### config.mk
export PLATFORM = sky130hd
export DESIGN_NAME = filled_midpoint_ellipse_stepper
export DESIGN_NICKNAME = d
export VERILOG_FILES = /design/src/fmes_pkg.sv /design/src/filled_midpoint_ellipse_stepper.sv /design/src/fmes_mul.sv
export SDC_FILE = /design/constraint.sdc
export NUM_CORES = 2
export LEC_CHECK = 0
export ABC_AREA = 1
export BUFFER_PORTS_ARGS = -buffer_cell sky130_fd_sc_hd__buf_2
export CAP_MARGIN = 10
export CELL_PAD_IN_SITES_DETAIL_PLACEMENT = 0
export CELL_PAD_IN_SITES_GLOBAL_PLACEMENT = 1
export CORE_MARGIN = 2
export CORE_UTILIZATION = 44
export CTS_CLUSTER_DIAMETER = 60
export DETAILED_ROUTE_END_ITERATION = 10
export PLACE_DENSITY_LB_ADDON = 0.15
export SLEW_MARGIN = 20
export SYNTH_ARGS = -nofsm -noshare
export SYNTH_HDL_FRONTEND = slang
export SYNTH_HIERARCHICAL = 1
export SYNTH_SLANG_ARGS = --single-unit
### constraint.sdc
create_clock -name clock -period 7.36 [get_ports clock]
set_input_delay 0.368 -clock clock [delete_from_list [all_inputs] [get_ports clock]]
set_output_delay 0.368 -clock clock [all_outputs]
set_load 0.01 [all_outputs]
### src/fmes_pkg.sv
`timescale 1ns / 1ps

package fmes_pkg;

   localparam int COORD_BITS_DEF = 12;

   localparam logic CMD_START = 1'b0;
   localparam logic CMD_STEP  = 1'b1;

   typedef enum logic [3:0] {
      ST_IDLE,
      ST_S_RX2,
      ST_S_RY2,
      ST_S_RXRY,
      ST_S_DEC,
      ST_R2_TX,
      ST_R2_A,
      ST_R2_YM,
      ST_R2_B,
      ST_R2_C,
      ST_R2_DEC,
      ST_STEP,
      ST_STEP_DEC,
      ST_EMIT
   } state_type;

endpackage

### src/filled_midpoint_ellipse_stepper.sv
`timescale 1ns / 1ps

// Channel  | Direction | Handshake           | Payload
// req      | in        | req_valid/req_stall | cmd, center_x, center_y, edge_x, edge_y
// rsp      | out       | rsp_valid/rsp_stall | plot, left_x, right_x, top_y, bottom_y, last
//
// Start: three passes through the shared multiplier from accept to result.
// Step: STEP, STEP_DEC; the step that enters region two first runs R2_TX to R2_DEC
// (five multiplies on one multiplier form the new decision term). Idle step: to EMIT.
// One item at a time; a new item is taken while the previous result still waits.
// Reset is synchronous; it clears the sequencer, busy and region flags and rsp_valid.
// A stalled result holds; a finished item waits for the output register to free.

module filled_midpoint_ellipse_stepper
   import fmes_pkg::*;
#(
   parameter int COORD_BITS = COORD_BITS_DEF
) (
   input  logic                         clock,
   input  logic                         reset,
   input  logic                         req_valid,
   output logic                         req_stall,
   input  logic                         req_cmd,
   input  logic [COORD_BITS-1:0]        req_center_x,
   input  logic [COORD_BITS-1:0]        req_center_y,
   input  logic [COORD_BITS-1:0]        req_edge_x,
   input  logic [COORD_BITS-1:0]        req_edge_y,
   output logic                         rsp_valid,
   input  logic                         rsp_stall,
   output logic                         rsp_plot,
   output logic signed [COORD_BITS:0]   rsp_left_x,
   output logic [COORD_BITS:0]          rsp_right_x,
   output logic signed [COORD_BITS:0]   rsp_top_y,
   output logic [COORD_BITS:0]          rsp_bottom_y,
   output logic                         rsp_last
);

   localparam int CW = COORD_BITS;
   localparam int OW = CW + 1;
   localparam int XW = CW + 1;
   localparam int SW = 3 * CW + 3;
   localparam int MW = 2 * CW + 4;
   localparam int DW = 2 * MW;

   state_type state_ff, state_in;

   logic            busy_ff, busy_in;
   logic            region_ff, region_in;
   logic            plot_ff, plot_in;
   logic            choice_ff, choice_in;
   logic [CW-1:0]   cx_ff, cx_in, cy_ff, cy_in;
   logic [CW-1:0]   rx_ff, rx_in, ry_ff, ry_in;
   logic [2*CW-1:0] rx2_ff, rx2_in, ry2_ff, ry2_in;
   logic [XW-1:0]   x_ff, x_in;
   logic [CW-1:0]   y_ff, y_in;
   logic [SW-1:0]   stx_ff, stx_in, sty_ff, sty_in;
   logic [DW-1:0]   dec_ff, dec_in;
   logic [DW-1:0]   acc_ff, acc_in;

   logic            rsp_valid_ff, rsp_valid_in;
   logic            rsp_plot_ff, rsp_plot_in;
   logic [OW-1:0]   rsp_left_ff, rsp_left_in;
   logic [OW-1:0]   rsp_right_ff, rsp_right_in;
   logic [OW-1:0]   rsp_top_ff, rsp_top_in;
   logic [OW-1:0]   rsp_bottom_ff, rsp_bottom_in;
   logic            rsp_last_ff, rsp_last_in;

   logic [MW-1:0]   mul_a, mul_b;
   logic [DW-1:0]   prod_ff;

   logic            req_xfer;
   logic [CW+1:0]   tx;
   logic [CW-1:0]   ym;
   logic [SW-1:0]   two_rx2, two_ry2;
   logic [DW-1:0]   quarter;

   function automatic logic [DW-1:0] quarter_trunc(input logic [DW-1:0] q);
      logic [DW-1:0] mag;
      mag = q[DW-1] ? (~q + DW'(1)) : q;
      mag = mag >> 2;
      return q[DW-1] ? (~mag + DW'(1)) : mag;
   endfunction

   fmes_mul #(
      .OPND_BITS(MW)
   ) u_mul (
      .clock  (clock),
      .mul_a  (mul_a),
      .mul_b  (mul_b),
      .prod_ff(prod_ff)
   );

   assign req_stall = (state_ff != ST_IDLE);
   assign req_xfer  = req_valid && !req_stall;

   assign tx      = {x_ff, 1'b1};
   assign ym      = y_ff - CW'(1);
   assign two_rx2 = SW'({rx2_ff, 1'b0});
   assign two_ry2 = SW'({ry2_ff, 1'b0});

   always_comb begin
      state_in      = state_ff;
      busy_in       = busy_ff;
      region_in     = region_ff;
      plot_in       = plot_ff;
      choice_in     = choice_ff;
      cx_in         = cx_ff;
      cy_in         = cy_ff;
      rx_in         = rx_ff;
      ry_in         = ry_ff;
      rx2_in        = rx2_ff;
      ry2_in        = ry2_ff;
      x_in          = x_ff;
      y_in          = y_ff;
      stx_in        = stx_ff;
      sty_in        = sty_ff;
      dec_in        = dec_ff;
      acc_in        = acc_ff;
      quarter       = '0;
      mul_a         = '0;
      mul_b         = '0;
      rsp_valid_in  = rsp_valid_ff && rsp_stall;
      rsp_plot_in   = rsp_plot_ff;
      rsp_left_in   = rsp_left_ff;
      rsp_right_in  = rsp_right_ff;
      rsp_top_in    = rsp_top_ff;
      rsp_bottom_in = rsp_bottom_ff;
      rsp_last_in   = rsp_last_ff;

      case (state_ff)
         ST_IDLE: begin
            if (req_xfer) begin
               if (req_cmd == CMD_START) begin
                  cx_in    = req_center_x;
                  cy_in    = req_center_y;
                  rx_in    = (req_edge_x >= req_center_x) ? req_edge_x - req_center_x
                                                         : req_center_x - req_edge_x;
                  ry_in    = (req_edge_y >= req_center_y) ? req_edge_y - req_center_y
                                                         : req_center_y - req_edge_y;
                  plot_in  = 1'b1;
                  state_in = ST_S_RX2;
               end else if (!busy_ff) begin
                  plot_in  = 1'b0;
                  state_in = ST_EMIT;
               end else if (!region_ff && !(stx_ff < sty_ff)) begin
                  plot_in  = 1'b1;
                  state_in = ST_R2_TX;
               end else begin
                  plot_in  = 1'b1;
                  state_in = ST_STEP;
               end
            end
         end
         ST_S_RX2: begin
            mul_a    = MW'(rx_ff);
            mul_b    = MW'(rx_ff);
            state_in = ST_S_RY2;
         end
         ST_S_RY2: begin
            rx2_in   = prod_ff[2*CW-1:0];
            mul_a    = MW'(ry_ff);
            mul_b    = MW'(ry_ff);
            state_in = ST_S_RXRY;
         end
         ST_S_RXRY: begin
            ry2_in   = prod_ff[2*CW-1:0];
            mul_a    = MW'(rx2_ff);
            mul_b    = MW'(ry_ff);
            state_in = ST_S_DEC;
         end
         ST_S_DEC: begin
            sty_in    = SW'({prod_ff, 1'b0});
            stx_in    = '0;
            x_in      = '0;
            y_in      = ry_ff;
            region_in = 1'b0;
            quarter   = DW'(2) + DW'({ry2_ff, 2'b00}) - {prod_ff[DW-3:0], 2'b00}
                        + DW'(rx2_ff);
            dec_in    = quarter_trunc(quarter);
            state_in  = ST_EMIT;
         end
         ST_R2_TX: begin
            mul_a    = MW'(tx);
            mul_b    = MW'(tx);
            state_in = ST_R2_A;
         end
         ST_R2_A: begin
            mul_a    = MW'(ry2_ff);
            mul_b    = prod_ff[MW-1:0];
            state_in = ST_R2_YM;
         end
         ST_R2_YM: begin
            acc_in   = prod_ff + DW'(2);
            mul_a    = MW'(ym);
            mul_b    = MW'(ym);
            state_in = ST_R2_B;
         end
         ST_R2_B: begin
            mul_a    = MW'(rx2_ff);
            mul_b    = prod_ff[MW-1:0];
            state_in = ST_R2_C;
         end
         ST_R2_C: begin
            acc_in   = acc_ff + {prod_ff[DW-3:0], 2'b00};
            mul_a    = MW'(rx2_ff);
            mul_b    = MW'(ry2_ff);
            state_in = ST_R2_DEC;
         end
         ST_R2_DEC: begin
            quarter   = acc_ff - {prod_ff[DW-3:0], 2'b00};
            dec_in    = quarter_trunc(quarter);
            region_in = 1'b1;
            state_in  = ST_STEP;
         end
         ST_STEP: begin
            if (!region_ff) begin
               x_in      = x_ff + XW'(1);
               stx_in    = stx_ff + two_ry2;
               choice_in = !dec_ff[DW-1];
               if (!dec_ff[DW-1]) begin
                  y_in   = ym;
                  sty_in = sty_ff - two_rx2;
               end
            end else begin
               y_in      = ym;
               sty_in    = sty_ff - two_rx2;
               choice_in = dec_ff[DW-1] || (dec_ff == '0);
               if (dec_ff[DW-1] || (dec_ff == '0)) begin
                  x_in   = x_ff + XW'(1);
                  stx_in = stx_ff + two_ry2;
               end
            end
            state_in = ST_STEP_DEC;
         end
         ST_STEP_DEC: begin
            if (!region_ff) begin
               dec_in = dec_ff + DW'(ry2_ff) + DW'(stx_ff)
                        - (choice_ff ? DW'(sty_ff) : DW'(0));
            end else begin
               dec_in = dec_ff + DW'(rx2_ff) - DW'(sty_ff)
                        + (choice_ff ? DW'(stx_ff) : DW'(0));
            end
            state_in = ST_EMIT;
         end
         ST_EMIT: begin
            if (!rsp_valid_ff || !rsp_stall) begin
               rsp_valid_in = 1'b1;
               rsp_plot_in  = plot_ff;
               if (plot_ff) begin
                  rsp_left_in   = {1'b0, cx_ff} - x_ff;
                  rsp_right_in  = {1'b0, cx_ff} + x_ff;
                  rsp_top_in    = {1'b0, cy_ff} - {1'b0, y_ff};
                  rsp_bottom_in = {1'b0, cy_ff} + {1'b0, y_ff};
                  rsp_last_in   = (y_ff == '0);
                  busy_in       = (y_ff != '0);
               end else begin
                  rsp_left_in   = '0;
                  rsp_right_in  = '0;
                  rsp_top_in    = '0;
                  rsp_bottom_in = '0;
                  rsp_last_in   = 1'b1;
               end
               state_in = ST_IDLE;
            end
         end
         default: begin
            state_in = ST_IDLE;
         end
      endcase
   end

   always_ff @(posedge clock) begin
      if (reset) begin
         state_ff     <= ST_IDLE;
         busy_ff      <= 1'b0;
         region_ff    <= 1'b0;
         rsp_valid_ff <= 1'b0;
      end else begin
         state_ff     <= state_in;
         busy_ff      <= busy_in;
         region_ff    <= region_in;
         rsp_valid_ff <= rsp_valid_in;
      end
   end

   always_ff @(posedge clock) begin
      plot_ff       <= plot_in;
      choice_ff     <= choice_in;
      cx_ff         <= cx_in;
      cy_ff         <= cy_in;
      rx_ff         <= rx_in;
      ry_ff         <= ry_in;
      rx2_ff        <= rx2_in;
      ry2_ff        <= ry2_in;
      x_ff          <= x_in;
      y_ff          <= y_in;
      stx_ff        <= stx_in;
      sty_ff        <= sty_in;
      dec_ff        <= dec_in;
      acc_ff        <= acc_in;
      rsp_plot_ff   <= rsp_plot_in;
      rsp_left_ff   <= rsp_left_in;
      rsp_right_ff  <= rsp_right_in;
      rsp_top_ff    <= rsp_top_in;
      rsp_bottom_ff <= rsp_bottom_in;
      rsp_last_ff   <= rsp_last_in;
   end

   assign rsp_valid    = rsp_valid_ff;
   assign rsp_plot     = rsp_plot_ff;
   assign rsp_left_x   = $signed(rsp_left_ff);
   assign rsp_right_x  = rsp_right_ff;
   assign rsp_top_y    = $signed(rsp_top_ff);
   assign rsp_bottom_y = rsp_bottom_ff;
   assign rsp_last     = rsp_last_ff;

endmodule

### src/fmes_mul.sv
`timescale 1ns / 1ps

module fmes_mul
   import fmes_pkg::*;
#(
   parameter int OPND_BITS = 2 * COORD_BITS_DEF + 4
) (
   input  logic                       clock,
   input  logic [OPND_BITS-1:0]       mul_a,
   input  logic [OPND_BITS-1:0]       mul_b,
   output logic [2*OPND_BITS-1:0]     prod_ff
);

   logic [2*OPND_BITS-1:0] prod_in;

   assign prod_in = mul_a * mul_b;

   always_ff @(posedge clock) begin
      prod_ff <= prod_in;
   end

endmodule

==> impl_metrics.env <==
export IMPL_status="complete, but fails checks"
export IMPL_violations="negative setup slack"
export IMPL_hold_ws_ns=0.0619
export IMPL_power_share_clock_pct=7.5
export IMPL_cts_path_max_buffers=3
export IMPL_yosys_area_top_type="fa_1"
export IMPL_yosys_area_top_type_share_pct=19.7
export IMPL_synth_most_common_cell="nand2_1"
export IMPL_finalClockSkew_ns=0.0620
export IMPL_ys_top_cells_by_area="fa_1 (20%), nand2_1 (15%), inv_1 (13%)"
export IMPL_yosys_cell_types_count=79
export IMPL_drcViolationCount=0
export IMPL_p_comb_share_pct=83.7
export IMPL_cts_buffers=70
export IMPL_seqPwrFrac_pct=8.8
export IMPL_area_delta_synth_final_pct=15.4
export IMPL_drtIter0Drc=7346
export IMPL_grt_overflow=0
export IMPL_crit_slowest_cell="fa_1"
export IMPL_intPower_mw=18.6
export IMPL_ys_seq_elements=426
export IMPL_die_area_sq_um=195000
export IMPL_antenna_left=0
export IMPL_r2r_start="y_ff[1]"
export IMPL_numPortBuffers=108
export IMPL_initial_core_util_pct=44.3
export IMPL_crit_required_ns=8.00
export IMPL_drt_first_pass_iters=9
export IMPL_synthArstFlopShare_pct=0
export IMPL_fill_cells=19300
export IMPL_std_cell_rows=160
export IMPL_clk_pin_slew_ns=0.06
export IMPL_static_leakage_power_nw=52.4
export IMPL_hp_class="primary input to flip-flop"
export IMPL_grt_pass1_vias=86200
export IMPL_die_w_microns=442
export IMPL_fin_crit_sh_pct=104
export IMPL_use_met1_pct=44.1
export IMPL_busiest_layer="met2"
export IMPL_num_vias=84900
export IMPL_min_from="req_valid"
export IMPL_drv_slew=0
export IMPL_cts_num_sinks=426
export IMPL_tightest_slew_ns=1.01
export IMPL_pre_cts_ws_ns=-0.699
export IMPL_setup_violations=40
export IMPL_path_class="flip-flop to flip-flop"
export IMPL_slew_headroom_pct=31.8
export IMPL_grt_first_pass_wirelength_mm=543
export IMPL_clk_insertion_delay_late_ns=0.71
export IMPL_syn_instance_count=12600
export IMPL_slowest_delay_ns=0.56
export IMPL_crit_path_start_kind="flip-flop"
export IMPL_period_minus_slack_ns=7.66
export IMPL_synth_edf_count=363
export IMPL_cts_tree="done"
export IMPL_rsz0062_at_grt="true"
export IMPL_met3_usage_pct=6.47
export IMPL_grt_max_degree=65
export IMPL_track_usage_pct=37.2
export IMPL_grt_use_met2_pct=63.5
export IMPL_total_power_mw=46.6
export IMPL_maxCapViolations=0
export IMPL_cp_max_fo=9
export IMPL_setup_slack_ns=-0.302
export IMPL_layout_nets=14600
export IMPL_swShare_pct=60.0
export IMPL_core_sq_um=190000
export IMPL_synth_seq_area_share_pct=14.4
export IMPL_dp_hpwl_mm=313
export IMPL_synth_area_sq_um=84400
export IMPL_max_clock_freq_mhz=131
export IMPL_antenna_found_initial=7
export IMPL_root_buffer="clkbuf_16"
export IMPL_ios=109
export IMPL_power_per_cell_area_nw_per_um2=478
export IMPL_p_sw_mw=27.9
export IMPL_yosys_warnings=6
export IMPL_ir_drop_uv=344
export IMPL_synthTopCellsByCount="nand2_1 (3396), inv_1 (2920), nor2_1 (901), fa_1 (830), ha_1 (682)"
export IMPL_drive_above_1_share_pct=13.2
export IMPL_syn_area_per_cell_sq_um=6.70
export IMPL_gp_congestion=1.04
export IMPL_die_h_microns=442
export IMPL_worstSetupStartpoint="y_ff[1]"
export IMPL_vias_per_cell=5.42
export IMPL_synthFlopType="edfxtp_1"
export IMPL_h_tree_depth=3
export IMPL_critPathArrivalTime_ns=8.30
export IMPL_wl_mm=370
export IMPL_tns_ns=-5.93
export IMPL_wire_per_inst_microns=23.6
export IMPL_hold_violations=0
export IMPL_endpoint_kind="flip-flop"
==> path summary, 6_finish.rpt <==
kind                             to  slack, ns  depth (start not counted)
hold / removal          state_ff[0]       0.06                          3
setup reg to reg  u_mul/prod_ff[52]      -0.30                         39
hold reg to reg         state_ff[1]       0.54                          2
setup / recovery  u_mul/prod_ff[52]      -0.30                         39
==> flip-flops by register name, indices dropped and copies added, names as in the netlist, 4 cells and up <==
name           count
acc_ff            56
dec_ff            56
u_mul/prod_ff     56
stx_ff            38
sty_ff            38
rx2_ff            24
ry2_ff            24
rsp_left_x        13
rsp_top_y         13
x_ff              13
cx_ff             12
cy_ff             12
rsp_bottom_y      12
rsp_right_x       12
rx_ff             12
ry_ff             12
y_ff              12
state_ff           4
==> power by group through the flow <==
stage | logic [mW] | registers (mW) | clock network (mW)
3_3_place_gp | 34.6 | 4.10 | 0
2_1_floorplan | 21.2 | 3.90 | 0
4_1_cts | 37.2 | 4.06 | 3.52
3_5_place_dp | 34.9 | 4.10 | 0
6_report | 39.0 | 4.09 | 3.49
5_1_grt | 42.3 | 4.10 | 3.61
==> layout by cell type, fill, tap and decap left out, types with 25 or more instances in the layout <==
cell / count
a21boi_0: 28
a21oi_1: 641
a21oi_2: 25
a31oi_1: 56
buf_12: 77
buf_2: 108
buf_4: 485
buf_6: 35
clkbuf_16: 72
dfxtp_1: 61
dlygate4sd3_1: 28
edfxtp_1: 363
fa_1: 782
fa_2: 48
ha_1: 647
ha_4: 32
inv_1: 2809
inv_2: 142
nand2_1: 3237
nand2_2: 245
nand2_4: 45
nand3_1: 584
nand3_2: 51
nand3b_1: 34
nand4_1: 134
nor2_1: 853
nor2_2: 90
nor2_4: 56
nor3_1: 96
nor4_1: 43
o211ai_1: 43
o21a_1: 46
o21ai_0: 459
o21ai_1: 42
o21bai_1: 45
xnor2_1: 47
xor2_1: 147
==> cell type report <==
cell class	instances	area, sq um	area share, %
inverters	2984	11200	11.5
flip-flops and latches	426	12200	12.5
clock inverters	51	599	0.615
repair buffers	743	6640	6.82
diodes	3	7.51	0.00771
multi-input cells	8858	61800	63.5
well taps	2511	3140	3.23
clock buffers	77	1790	1.84
==> through the flow <==
stage	utilization (%)	cell area, sq um	std cells
final	51.2	97400	15700
after global routing	51.2	97400	15700
after CTS	50.6	96300	15600
after detailed placement	48.3	91900	15400
after global placement	48.3	91900	15400
after floorplan	-	84400	12600
==> worst max-delay path: cells and delay by family, from the launching register on <==
kind / cells / cell delay (ns)
simple gates: 12 / 1.30
flops: 1 / 0.41
buf+inv: 15 / 1.50
fa+ha+maj: 8 / 3.74
compound gates: 4 / 0.61
==> cell families (layout without fill, tap and decap cells) <==
| logic type | count (synthesis) | in the layout | share of synthesized area [%] |
|---|---|---|---|
| AOI/OAI and AO/OA | 1567 | 1567 | 10.5 |
| and+or+nand+nor | 5556 | 5556 | 27.9 |
| DFF | 426 | 426 | 14.4 |
| xor gates and xnor gates | 205 | 205 | 2.16 |
| adders and majority gates | 1512 | 1512 | 29.8 |
| buffers and inverters | 3309 | 3855 | 15.0 |
| other | 1 | 7 | 0.00444 |
| muxes | 14 | 14 | 0.166 |
==> per-layer routing <==
metal | vias up | routed length [microns]
met5 | - | 29
met4 | 4 | 24600
met3 | 917 | 27000
met2 | 3335 | 175000
met1 | 40800 | 143000
li1 | 39800 | -
==> repair_timing <==
item | 4_1_cts | 5_1_grt
gates cloned | 6 | 1
pin swaps | 98 | 130
buffers inserted | 32 | 19
gates resized for setup | 345 | 308
hold buffers | 28 | 0
endpoints found under the setup margin | 44 | 44
endpoints found under the hold margin | 32 | 0
No activity file was read; power rests on OpenSTA's default activity.
